**src/rtl/core/fmv_pkg.sv**
```systemverilog
// ----------------------------------------------------------------------------
// fmv_pkg
// Types, constants and the CRC-16/CCITT-FALSE byte update for the frame
// validator.
// ----------------------------------------------------------------------------
`timescale 1ns / 1ps
`default_nettype none

package fmv_pkg;

    typedef enum logic [2:0] {
        ST_VALID   = 3'd0,
        ST_SHORT   = 3'd1,
        ST_MAGIC   = 3'd2,
        ST_TYPE    = 3'd3,
        ST_PAYLOAD = 3'd4,
        ST_CRC     = 3'd5
    } t_status;

    typedef enum logic [1:0] {
        FLT_NONE  = 2'd0,
        FLT_MAGIC = 2'd2,
        FLT_TYPE  = 2'd3
    } t_fault;

    localparam int unsigned POS_W = 17;

    localparam logic [7:0]       MAGIC_FIRST    = 8'h66;
    localparam logic [7:0]       MAGIC_SECOND   = 8'h75;
    localparam logic [15:0]      CRC_POLY       = 16'h1021;
    localparam logic [15:0]      CRC_INIT       = 16'hFFFF;
    localparam logic [6:0]       MAX_TYPE_RESET = 7'd15;
    localparam logic [POS_W-1:0] HDR_LEN        = 17'd7;
    localparam logic [POS_W-1:0] VERDICT_POS    = 17'd8;
    localparam logic [POS_W-1:0] POS_MAX        = 17'h1FFFF;

    function automatic logic [15:0] crc_byte(input logic [15:0] crc, input logic [7:0] b);
        logic [15:0] c;
        c = crc ^ {b, 8'h00};
        for (int i = 0; i < 8; i++) begin
            c = c[15] ? ({c[14:0], 1'b0} ^ CRC_POLY) : {c[14:0], 1'b0};
        end
        return c;
    endfunction

endpackage

`default_nettype wire

```
**src/rtl/core/framed_message_validator.sv**
```systemverilog
// a result goes from the input register through the frame checks to the result register
// one byte per cycle unless stalled, with combinational crc byte update and frame checks
// the input register stalls only while a result waits under output stall
// reset (i_rst_n low, synchronous) clears the frame state and sets max type to 15
// ----------------------------------------------------------------------------
// framed_message_validator
// Checks byte-serial frames (magic, type, id, length, payload, crc16) and
// gives one verdict per buffer.
// ----------------------------------------------------------------------------
`timescale 1ns / 1ps
`default_nettype none

module framed_message_validator (
    input  wire logic        i_clk,
    input  wire logic        i_rst_n,
    input  wire logic        i_cfg_wr_en,
    input  wire logic [6:0]  i_cfg_wr_data,
    input  wire logic        i_in_valid,
    output logic             o_in_stall,
    input  wire logic [7:0]  i_data_byte,
    input  wire logic        i_last_of_buffer,
    output logic             o_out_valid,
    input  wire logic        i_out_stall,
    output logic [2:0]       o_status,
    output logic [7:0]       o_message_type,
    output logic [15:0]      o_message_id,
    output logic [15:0]      o_payload_length
);

    localparam int unsigned PW = fmv_pkg::POS_W;

    logic [6:0]     r_max_type;

    logic           r_in_valid;
    logic [7:0]     r_in_byte;
    logic           r_in_last;

    logic [PW-1:0]  r_pos, n_pos;
    logic [15:0]    r_crc, n_crc;
    fmv_pkg::t_fault r_fault, n_fault;
    logic [7:0]     r_type, n_type;
    logic [15:0]    r_id, n_id;
    logic [15:0]    r_len, n_len;
    logic [7:0]     r_crc_hi, n_crc_hi;
    logic           r_done, n_done;

    logic           r_out_valid;
    fmv_pkg::t_status r_status, n_status;
    logic [7:0]     r_out_type;
    logic [15:0]    r_out_id;
    logic [15:0]    r_out_len;

    logic           w_adv;
    logic           w_emit;
    logic [PW-1:0]  w_crc_pos;
    logic [PW-1:0]  w_end_pos;

    assign w_adv      = r_in_valid && (!r_out_valid || !i_out_stall);
    assign o_in_stall = r_in_valid && r_out_valid && i_out_stall;

    // frame checks on the registered byte
    always_comb begin
        n_fault  = r_fault;
        n_type   = r_type;
        n_id     = r_id;
        n_len    = r_len;
        n_crc    = r_crc;
        n_crc_hi = r_crc_hi;
        n_done   = r_done;
        n_status = fmv_pkg::ST_VALID;
        w_emit   = 1'b0;

        unique case (r_pos)
            17'd0: begin
                if (r_in_byte != fmv_pkg::MAGIC_FIRST) begin
                    n_fault = fmv_pkg::FLT_MAGIC;
                end
            end
            17'd1: begin
                if (r_in_byte != fmv_pkg::MAGIC_SECOND && r_fault == fmv_pkg::FLT_NONE) begin
                    n_fault = fmv_pkg::FLT_MAGIC;
                end
            end
            17'd2: begin
                n_type = r_in_byte;
                if (r_fault == fmv_pkg::FLT_NONE
                        && (r_in_byte[7] || r_in_byte[6:0] > r_max_type)) begin
                    n_fault = fmv_pkg::FLT_TYPE;
                end
            end
            17'd3: n_id = {r_in_byte, 8'h00};
            17'd4: n_id = {r_id[15:8], r_in_byte};
            17'd5: n_len = {r_in_byte, 8'h00};
            17'd6: n_len = {r_len[15:8], r_in_byte};
            default: begin
            end
        endcase

        w_crc_pos = fmv_pkg::HDR_LEN + {1'b0, n_len};
        w_end_pos = w_crc_pos + 17'd1;

        if (r_pos < fmv_pkg::HDR_LEN || r_pos < w_crc_pos) begin
            n_crc = fmv_pkg::crc_byte(r_crc, r_in_byte);
        end else if (r_pos == w_crc_pos) begin
            n_crc_hi = r_in_byte;
        end

        if (r_pos == fmv_pkg::VERDICT_POS && n_fault != fmv_pkg::FLT_NONE) begin
            w_emit   = 1'b1;
            n_status = (n_fault == fmv_pkg::FLT_MAGIC) ? fmv_pkg::ST_MAGIC : fmv_pkg::ST_TYPE;
        end else if (r_pos >= fmv_pkg::VERDICT_POS && r_pos == w_end_pos) begin
            w_emit   = 1'b1;
            n_status = ({r_crc_hi, r_in_byte} == r_crc) ? fmv_pkg::ST_VALID : fmv_pkg::ST_CRC;
        end else if (r_in_last) begin
            w_emit   = 1'b1;
            n_status = (r_pos < fmv_pkg::VERDICT_POS) ? fmv_pkg::ST_SHORT : fmv_pkg::ST_PAYLOAD;
        end

        if (r_done) begin
            w_emit   = 1'b0;
            n_fault  = r_fault;
            n_type   = r_type;
            n_id     = r_id;
            n_len    = r_len;
            n_crc    = r_crc;
            n_crc_hi = r_crc_hi;
        end else if (w_emit) begin
            n_done = 1'b1;
        end

        n_pos = (r_pos == fmv_pkg::POS_MAX) ? r_pos : r_pos + 17'd1;
    end

    always_ff @(posedge i_clk) begin
        if (!i_rst_n) begin
            r_max_type <= fmv_pkg::MAX_TYPE_RESET;
        end else if (i_cfg_wr_en) begin
            r_max_type <= i_cfg_wr_data;
        end
    end

    // input register
    always_ff @(posedge i_clk) begin
        if (!i_rst_n) begin
            r_in_valid <= 1'b0;
        end else if (!o_in_stall) begin
            r_in_valid <= i_in_valid;
        end
        if (!o_in_stall && i_in_valid) begin
            r_in_byte <= i_data_byte;
            r_in_last <= i_last_of_buffer;
        end
    end

    // frame state
    always_ff @(posedge i_clk) begin
        if (!i_rst_n) begin
            r_pos    <= '0;
            r_crc    <= fmv_pkg::CRC_INIT;
            r_fault  <= fmv_pkg::FLT_NONE;
            r_type   <= '0;
            r_id     <= '0;
            r_len    <= '0;
            r_crc_hi <= '0;
            r_done   <= 1'b0;
        end else if (w_adv) begin
            if (r_in_last) begin
                r_pos    <= '0;
                r_crc    <= fmv_pkg::CRC_INIT;
                r_fault  <= fmv_pkg::FLT_NONE;
                r_type   <= '0;
                r_id     <= '0;
                r_len    <= '0;
                r_crc_hi <= '0;
                r_done   <= 1'b0;
            end else begin
                r_pos    <= n_pos;
                r_crc    <= n_crc;
                r_fault  <= n_fault;
                r_type   <= n_type;
                r_id     <= n_id;
                r_len    <= n_len;
                r_crc_hi <= n_crc_hi;
                r_done   <= n_done;
            end
        end
    end

    // result register
    always_ff @(posedge i_clk) begin
        if (!i_rst_n) begin
            r_out_valid <= 1'b0;
        end else if (w_adv) begin
            r_out_valid <= w_emit;
        end else if (!i_out_stall) begin
            r_out_valid <= 1'b0;
        end
        if (w_adv && w_emit) begin
            r_status   <= n_status;
            r_out_type <= n_type;
            r_out_id   <= n_id;
            r_out_len  <= n_len;
        end
    end

    assign o_out_valid      = r_out_valid;
    assign o_status         = r_status;
    assign o_message_type   = r_out_type;
    assign o_message_id     = r_out_id;
    assign o_payload_length = r_out_len;

endmodule

`default_nettype wire

```
**config.mk**
```make
export PLATFORM = sky130hd
export DESIGN_NAME = framed_message_validator
export DESIGN_NICKNAME = d
export VERILOG_FILES = /design/src/rtl/core/fmv_pkg.sv /design/src/rtl/core/framed_message_validator.sv
export SDC_FILE = /design/constraint.sdc
export NUM_CORES = 1
export LEC_CHECK = 0
export BUFFER_PORTS_ARGS = -buffer_cell sky130_fd_sc_hd__buf_2
export CORE_ASPECT_RATIO = 0.75
export CORE_MARGIN = 4
export CORE_UTILIZATION = 41
export DETAILED_ROUTE_END_ITERATION = 8
export RECOVER_POWER = 100
export SLEW_MARGIN = 20
export SYNTH_ARGS = -nofsm -noshare
export SYNTH_HDL_FRONTEND = slang
export SYNTH_SLANG_ARGS = --single-unit
```
**constraint.sdc**
```tcl
create_clock -name i_clk -period 6.18 [get_ports i_clk]
set_input_delay 0 -clock i_clk [delete_from_list [all_inputs] [get_ports i_clk]]
set_output_delay 0 -clock i_clk [all_outputs]
set_load 0.1 [all_outputs]
```
Word-level counts from Yosys, hierarchy flattened:

Index checks and enable logic that the tools add are counted.

* output and inout port bits: 45
* word-level logic and storage cells: 123
* register bits after elaboration: 145
* bits of input ports: 21

* $lt $le $gt $ge: 5
* mux-type cells: 47
* bitwise logic cells: 9
* equality and inequality tests: 18
* reduce and logical (&&, ||, !) cells: 24
* add/subtract/negate cells: 3

Operator list (number)
* 16-bit 2-to-1 mux: 7
* 13-bit 2-to-1 mux: 8
* 16-bit case mux with 2 select lines: 2
* 8-bit 2-to-1 mux: 7
* 17-bit by 3-bit equality test with 1-bit output (second input constant): 3
* 17-bit by 1-bit adder with 17-bit output (second input constant): 2
* 17-bit equality test: 2
* 17-bit by 2-bit equality test with 1-bit output (second input constant): 2
* 17-bit 2-to-1 mux: 2
* 3-bit NOT: 8
* 3-bit by 16-bit adder with 17-bit output (first input constant): 1
* 17-bit by 1-bit equality test with 1-bit output (second input constant): 1
* 17-bit equality test (second input constant): 1
* 17-bit by 4-bit equality test with 1-bit output (second input constant): 1
* 17-bit by 4-bit >= comparator with 1-bit output (second input constant): 1
* 17-bit zero test: 1
* 17-bit < comparator: 1
* 17-bit by 3-bit < comparator with 1-bit output (second input constant): 1
* 17-bit by 4-bit < comparator with 1-bit output (second input constant): 1
* 16-bit equality test: 1
* 8-bit by 7-bit inequality test with 1-bit output (second input constant): 2
* 16-bit XOR: 1
* 3-bit 2-to-1 mux: 5
* 1-bit 2-to-1 mux: 10
* 14 further kinds: 35

Depth between registers and ports, before layout:

* depth after elaboration: 20
* mapped depth: 25
* gate-level depth less buffers: 24

Least setup slack after synthesis:

OpenSTA, ideal clock, no wires.

* path type: register to register
* start: register r_pos[4]
* end: register r_out_id[0] (netlist: o_message_id[0]), enable pin
* setup slack: 0.548 ns
* period minus slack after synthesis: 5.632 ns
* path buffers: 1
* data arrival time: 5.249 ns
* library setup time: 0.383 ns
* stages on the path, launching flop included: 17
* data required time: 5.797 ns
* path through: dfxtp_1 > buf_6 > or4_4 > nor4_4 > a22o_1 > inv_1 > ha_1 > and2_0 > a221o_2 > or4_4 > nand2_2 > nand4_4 > o21a_1 > a2111oi_2 > o211ai_1 > a2111oi_4 > o31a_2

* word-level cells in the longest chain between the ends: 10
* elaborated cells on any way between the ends: 19
* those cells by class: 2 x add/sub; 1 x order compare; 6 x eq/ne; 5 x mux; 5 x reduce/logical

RTL lines
* start, declared: line framed_message_validator.sv:38 `logic [PW-1:0] r_pos, n_pos;`
* start signal, assigned: line framed_message_validator.sv:177 `r_pos <= n_pos;`
* 17-bit by 3-bit equality test with 1-bit output: line framed_message_validator.sv:73 `unique case (r_pos)`
* 16-bit case mux with 2 select lines: line framed_message_validator.sv:73
* 3-bit by 16-bit adder with 17-bit output: line framed_message_validator.sv:99 `w_crc_pos = fmv_pkg::HDR_LEN + {1'b0, n_len};`
* 17-bit by 1-bit adder with 17-bit output: line framed_message_validator.sv:100 `w_end_pos = w_crc_pos + 17'd1;`
* 17-bit equality test: line framed_message_validator.sv:111 `end else if (r_pos >= fmv_pkg::VERDICT_POS && r_pos == w_end_pos) begin`
* 1-bit logical AND: line framed_message_validator.sv:111
* 1-bit 2-to-1 mux: line framed_message_validator.sv:111
* 1-bit 2-to-1 mux *: line framed_message_validator.sv:108 `if (r_pos == fmv_pkg::VERDICT_POS && n_fault != fmv_pkg::FLT_NONE) begin`
* 1-bit 2-to-1 mux *: line framed_message_validator.sv:119 `if (r_done) begin`
* 1-bit logical AND *: line framed_message_validator.sv:198 `if (w_adv && w_emit) begin`
* end signal, assigned: line framed_message_validator.sv:201 `r_out_id <= n_id;`
* end, declared: line framed_message_validator.sv:50 `logic [15:0] r_out_id;`

Mark *: on every way between the ends. The rest lies on a longest branch, timed or not.
A chain may end at the register's enable or synchronous reset.

Worst setup path in the final report:

* start: register r_pos[1]
* end: register r_out_type[3] (netlist: o_message_type[3]), enable pin

* word-level cells in the longest chain between the ends: 10
* elaborated cells on any way between the ends: 19
* those cells by class: 2 x add/sub; 1 x order compare; 6 x eq/ne; 5 x mux; 5 x reduce/logical

RTL lines
* 17-bit by 3-bit equality test with 1-bit output: line framed_message_validator.sv:73
* 16-bit case mux with 2 select lines: line framed_message_validator.sv:73
* 3-bit by 16-bit adder with 17-bit output: line framed_message_validator.sv:99
* 17-bit by 1-bit adder with 17-bit output: line framed_message_validator.sv:100
* 17-bit equality test: line framed_message_validator.sv:111
* 1-bit logical AND: line framed_message_validator.sv:111
* 1-bit 2-to-1 mux: line framed_message_validator.sv:111
* 1-bit 2-to-1 mux *: line framed_message_validator.sv:108
* 1-bit 2-to-1 mux *: line framed_message_validator.sv:119
* 1-bit logical AND *: line framed_message_validator.sv:198
* end signal, assigned: line framed_message_validator.sv:200 `r_out_type <= n_type;`
* end, declared: line framed_message_validator.sv:49 `logic [7:0] r_out_type;`

Marks and branches as above.

==> results.rst <==
.. list-table::
   :header-rows: 1

   * - Metric
     - Value
   * - Root buffer cell
     - sky130_fd_sc_hd__clkbuf_16
   * - H-tree depth
     - 4
   * - Achievable frequency
     - 0.174 GHz
   * - Layout net count
     - 1003
   * - Worst r2r path cells
     - 17
   * - Critical Path Source Type
     - flip-flop
   * - Relative slew slack
     - 0.144
   * - Total die area
     - 22800 µm²
   * - GPL Wtd Cong
     - 0.925
   * - Number of placement rows
     - 45
   * - Number of nets produced by synthesis
     - 912
   * - Share of the core filled with cells
     - 0.489
   * - Largest net degree at the start of global routing
     - 78
   * - Distinct cell type count of the synthesized netlist
     - 74
   * - Share of layout cells above drive strength 1
     - 0.109
   * - Final worst clock skew
     - 0.0174 ns
   * - Count of inserted antenna diode cells
     - 0
   * - Logic pwr share
     - 0.092
   * - Worst Hold Path EP
     - r_crc[0]
   * - Net switching component of the power
     - 0.616 mW
   * - Remaining antenna violation count
     - 0
   * - Crit. End Element
     - flip-flop
   * - Mean number of vias per cell
     - 5.68
   * - Class of the tightest hold or removal check
     - in2reg
   * - Setup repair after global routing missed its margin
     - false
   * - Transition time at the pin with the least slew margin
     - 1.29 ns
   * - Number of buffers created by CTS
     - 17
   * - Total of buffers placed on input and output ports
     - 65
   * - Final setup violation count
     - 0
   * - TritonRoute pass-1 iters
     - 5
   * - Final Max Tran Viols
     - 0
   * - Cell type with the highest aggregate area in the netlist
     - sky130_fd_sc_hd__dfxtp_1
   * - Die Wd
     - 173 µm
   * - Gate Count Post-Synth
     - 860
   * - Synthesis warning total
     - 0
   * - Fin Setup TNS
     - 0 ns
   * - Summed instance area of the synthesized netlist
     - 8390 µm²
   * - Growth of design area from synthesis to finish
     - 17.4%
   * - Crit-path max FO
     - 34
   * - Arrival @ worst endpoint
     - 5.88 ns
   * - Type of the setup path with the least slack
     - reg2reg
   * - Reported leakage power
     - 3.58 nW
   * - Hold Slack
     - 0.148 ns
   * - Period minus WS final
     - 5.76 ns
   * - Via count
     - 6942
   * - Worst-Skew Late Latency
     - 0.43 ns
   * - Synth area leaders
     - sky130_fd_sc_hd__dfxtp_1, sky130_fd_sc_hd__edfxtp_1, sky130_fd_sc_hd__xnor2_1
   * - Final clock period utilization by the worst path
     - 0.933
   * - Grt total ovfl
     - 0
   * - Setup slack, reg-to-reg
     - 0.42 ns
   * - Global-route wire length before repair
     - 37.7 mm
   * - Power per unit of standard cell area
     - 227 nW/µm²
   * - Synth async-reset ratio
     - 0
   * - Number of synthesized flops with an enable pin
     - 52
   * - Primary FF master, synth
     - sky130_fd_sc_hd__dfxtp_1
   * - Number of DRC violations after detailed-routing iteration 0
     - 704
   * - Detailed placer's ending HPWL
     - 16.1 mm
   * - Worst r2r dst
     - o_message_type[3]
   * - DR DRC count
     - 0
   * - Min-Delay Path Depth
     - 3
   * - Switching Fraction
     - 0.275
   * - Max-cap violations
     - 0
   * - Clock slew at the register clock pins of the worst setup and hold paths
     - 0.06 ns
   * - Worst EP required
     - 6.30 ns
   * - Clock Path Buffers
     - 2
   * - CTS tree
     - built
   * - Beginning of the worst hold path
     - i_rst_n
   * - Final Hold Fails
     - 0
   * - Average routed wire per standard cell
     - 18.9 µm
   * - Result of the run
     - finished, final reports clean
   * - Chip Height
     - 132 µm
   * - Clock net sink count
     - 145
   * - Final design area excluding fillers
     - 9850 µm²
   * - Total length of routed wires
     - 23.1 mm
   * - Flop pwr share
     - 0.457
   * - Part of the total power dissipated in the clock network
     - 0.451
   * - Starting utilization of the core area
     - 0.416
   * - Cell Area, Placed
     - 9030 µm²
   * - Vias in the first global route
     - 6699
   * - Number of top-level pins
     - 66
   * - Synth top area share
     - 0.222
   * - Overall fraction of global-route tracks in use
     - 0.205
   * - Core region area
     - 20200 µm²
   * - VDD IR max
     - 0.142 mV
   * - Synthesis-stage register bit count
     - 145
   * - Syn Area/Cell
     - 9.75 µm²
   * - Dominant cell by count in the synthesized netlist
     - sky130_fd_sc_hd__dfxtp_1
   * - Internal power
     - 1.62 mW
   * - Number of antenna violations at the first check in global routing
     - 0
   * - Worst reg2reg path startpoint
     - r_pos[1]
   * - Post-synth top cells
     - sky130_fd_sc_hd__dfxtp_1, sky130_fd_sc_hd__nand2_1, sky130_fd_sc_hd__nor2b_1
   * - Sequential element share of the synthesized area
     - 0.408
## critical path, cell delays in order, from the launching register on
cell,delay (ns)
sky130_fd_sc_hd__dfxtp_1,0.45
sky130_fd_sc_hd__ha_2,0.38
sky130_fd_sc_hd__nand4bb_1,0.39
sky130_fd_sc_hd__nor4_4,0.33
sky130_fd_sc_hd__a22o_1,0.26
sky130_fd_sc_hd__inv_1,0.10
sky130_fd_sc_hd__ha_1,0.26
sky130_fd_sc_hd__and2_0,0.17
sky130_fd_sc_hd__a221o_1,0.46
sky130_fd_sc_hd__or4_4,0.57
sky130_fd_sc_hd__nand2_1,0.16
sky130_fd_sc_hd__nand4_4,0.13
sky130_fd_sc_hd__o21a_1,0.24
sky130_fd_sc_hd__a2111oi_2,0.37
sky130_fd_sc_hd__o211ai_1,0.19
sky130_fd_sc_hd__a2111oi_4,0.49
sky130_fd_sc_hd__o31a_2,0.25
sky130_fd_sc_hd__buf_12,0.21
## layer usage
metal,GRT usage,vias up,part of all wire
met4,0.0510,0,0.011
li1,-,3374,-
met2,0.281,228,0.40
met5,0,-,0
met3,0.0439,20,0.068
met1,0.323,3320,0.52
## kinds of logic after synthesis
kind of cell	synth area share
muxes	0.0395
and+or+nand+nor	0.200
DFF	0.408
AOI/OAI and AO/OA	0.179
xor gates and xnor gates	0.0968
adders and majority gates	0.0462
buffers and inverters	0.0306
## stage by stage
step                cells  setup slack (ns)  power [mW]
floorplan             860             0.548        1.18
global placement     1159             0.581        1.23
detailed placement   1159             0.284        1.23
CTS                  1220             0.224        2.26
global route         1222            0.0526        2.32
finish               1222             0.417        2.24
## what timing repair did
item,4_1_cts,5_1_grt
hold endpoints to repair,18,0
setup endpoints to repair,0,67
gates resized for setup,0,3
buffers inserted,0,2
hold buffers,29,0
## power groups by stage
stage | combinational [mW] | clock [mW] | sequential (mW)
floorplan | 0.102 | 0 | 1.08
global placement | 0.190 | 0 | 1.04
detailed placement | 0.191 | 0 | 1.04
CTS | 0.206 | 1.03 | 1.02
global route | 0.222 | 1.07 | 1.03
finish | 0.206 | 1.01 | 1.02
## worst max-delay path by stage
stage                         from                  end  cells past startpoint
after global placement    r_pos[1]      o_message_id[4]                     17
after CTS                 r_pos[1]            r_crc[10]                     23
after detailed placement  r_pos[1]             r_crc[9]                     23
final                     r_pos[1]    o_message_type[3]                     17
after global routing      r_pos[1]  o_payload_length[9]                     17
after floorplan           r_pos[4]      o_message_id[0]                     16
## layout by cell type, fill, tap and decap left out, types with 5 or more instances in the layout
cell type / instances
sky130_fd_sc_hd__dfxtp_1: 93
sky130_fd_sc_hd__nand2_1: 68
sky130_fd_sc_hd__clkbuf_1: 51
sky130_fd_sc_hd__nor2_1: 41
sky130_fd_sc_hd__ha_1: 30
sky130_fd_sc_hd__and3_1: 8
sky130_fd_sc_hd__o21a_1: 10
sky130_fd_sc_hd__nor2b_1: 61
sky130_fd_sc_hd__mux2_2: 5
sky130_fd_sc_hd__and2_1: 5
sky130_fd_sc_hd__o21ai_0: 38
sky130_fd_sc_hd__and4_1: 5
sky130_fd_sc_hd__nand4_1: 18
sky130_fd_sc_hd__xor2_1: 22
sky130_fd_sc_hd__inv_1: 20
sky130_fd_sc_hd__mux2i_1: 5
sky130_fd_sc_hd__a21oi_1: 23
sky130_fd_sc_hd__a22oi_1: 55
sky130_fd_sc_hd__buf_2: 18
sky130_fd_sc_hd__or3_1: 8
sky130_fd_sc_hd__clkbuf_16: 17
sky130_fd_sc_hd__nor4_1: 8
sky130_fd_sc_hd__a21o_1: 9
sky130_fd_sc_hd__a22o_1: 16
sky130_fd_sc_hd__o22ai_1: 14
sky130_fd_sc_hd__mux2_1: 20
sky130_fd_sc_hd__xnor2_1: 55
sky130_fd_sc_hd__edfxtp_1: 52
sky130_fd_sc_hd__o211ai_1: 9
sky130_fd_sc_hd__dlygate4sd3_1: 29
sky130_fd_sc_hd__buf_4: 18
sky130_fd_sc_hd__nand3_1: 19
sky130_fd_sc_hd__nor3_1: 20
## flip-flops by register name (all words and copies together), names as in the netlist, 2 cells and up
name / cells
r_in_byte: 8
r_fault: 2
r_pos: 17
r_crc: 16
o_payload_length: 16
o_status: 3
r_crc_hi: 8
r_id: 16
o_message_type: 8
r_len: 16
o_message_id: 16
r_max_type: 7
r_type: 8
## cell type report
type | count | area, µm²
Clock buffer | 18 | 439
Clock inverter | 14 | 143
Inverter | 21 | 78.8
Timing Repair Buffer | 117 | 727
Tap cell | 258 | 323
Fill cell | 1925 | 10300
Sequential cell | 145 | 3420
Multi-Input combinational cell | 649 | 4720
Power figures use the tool's default switching activity.
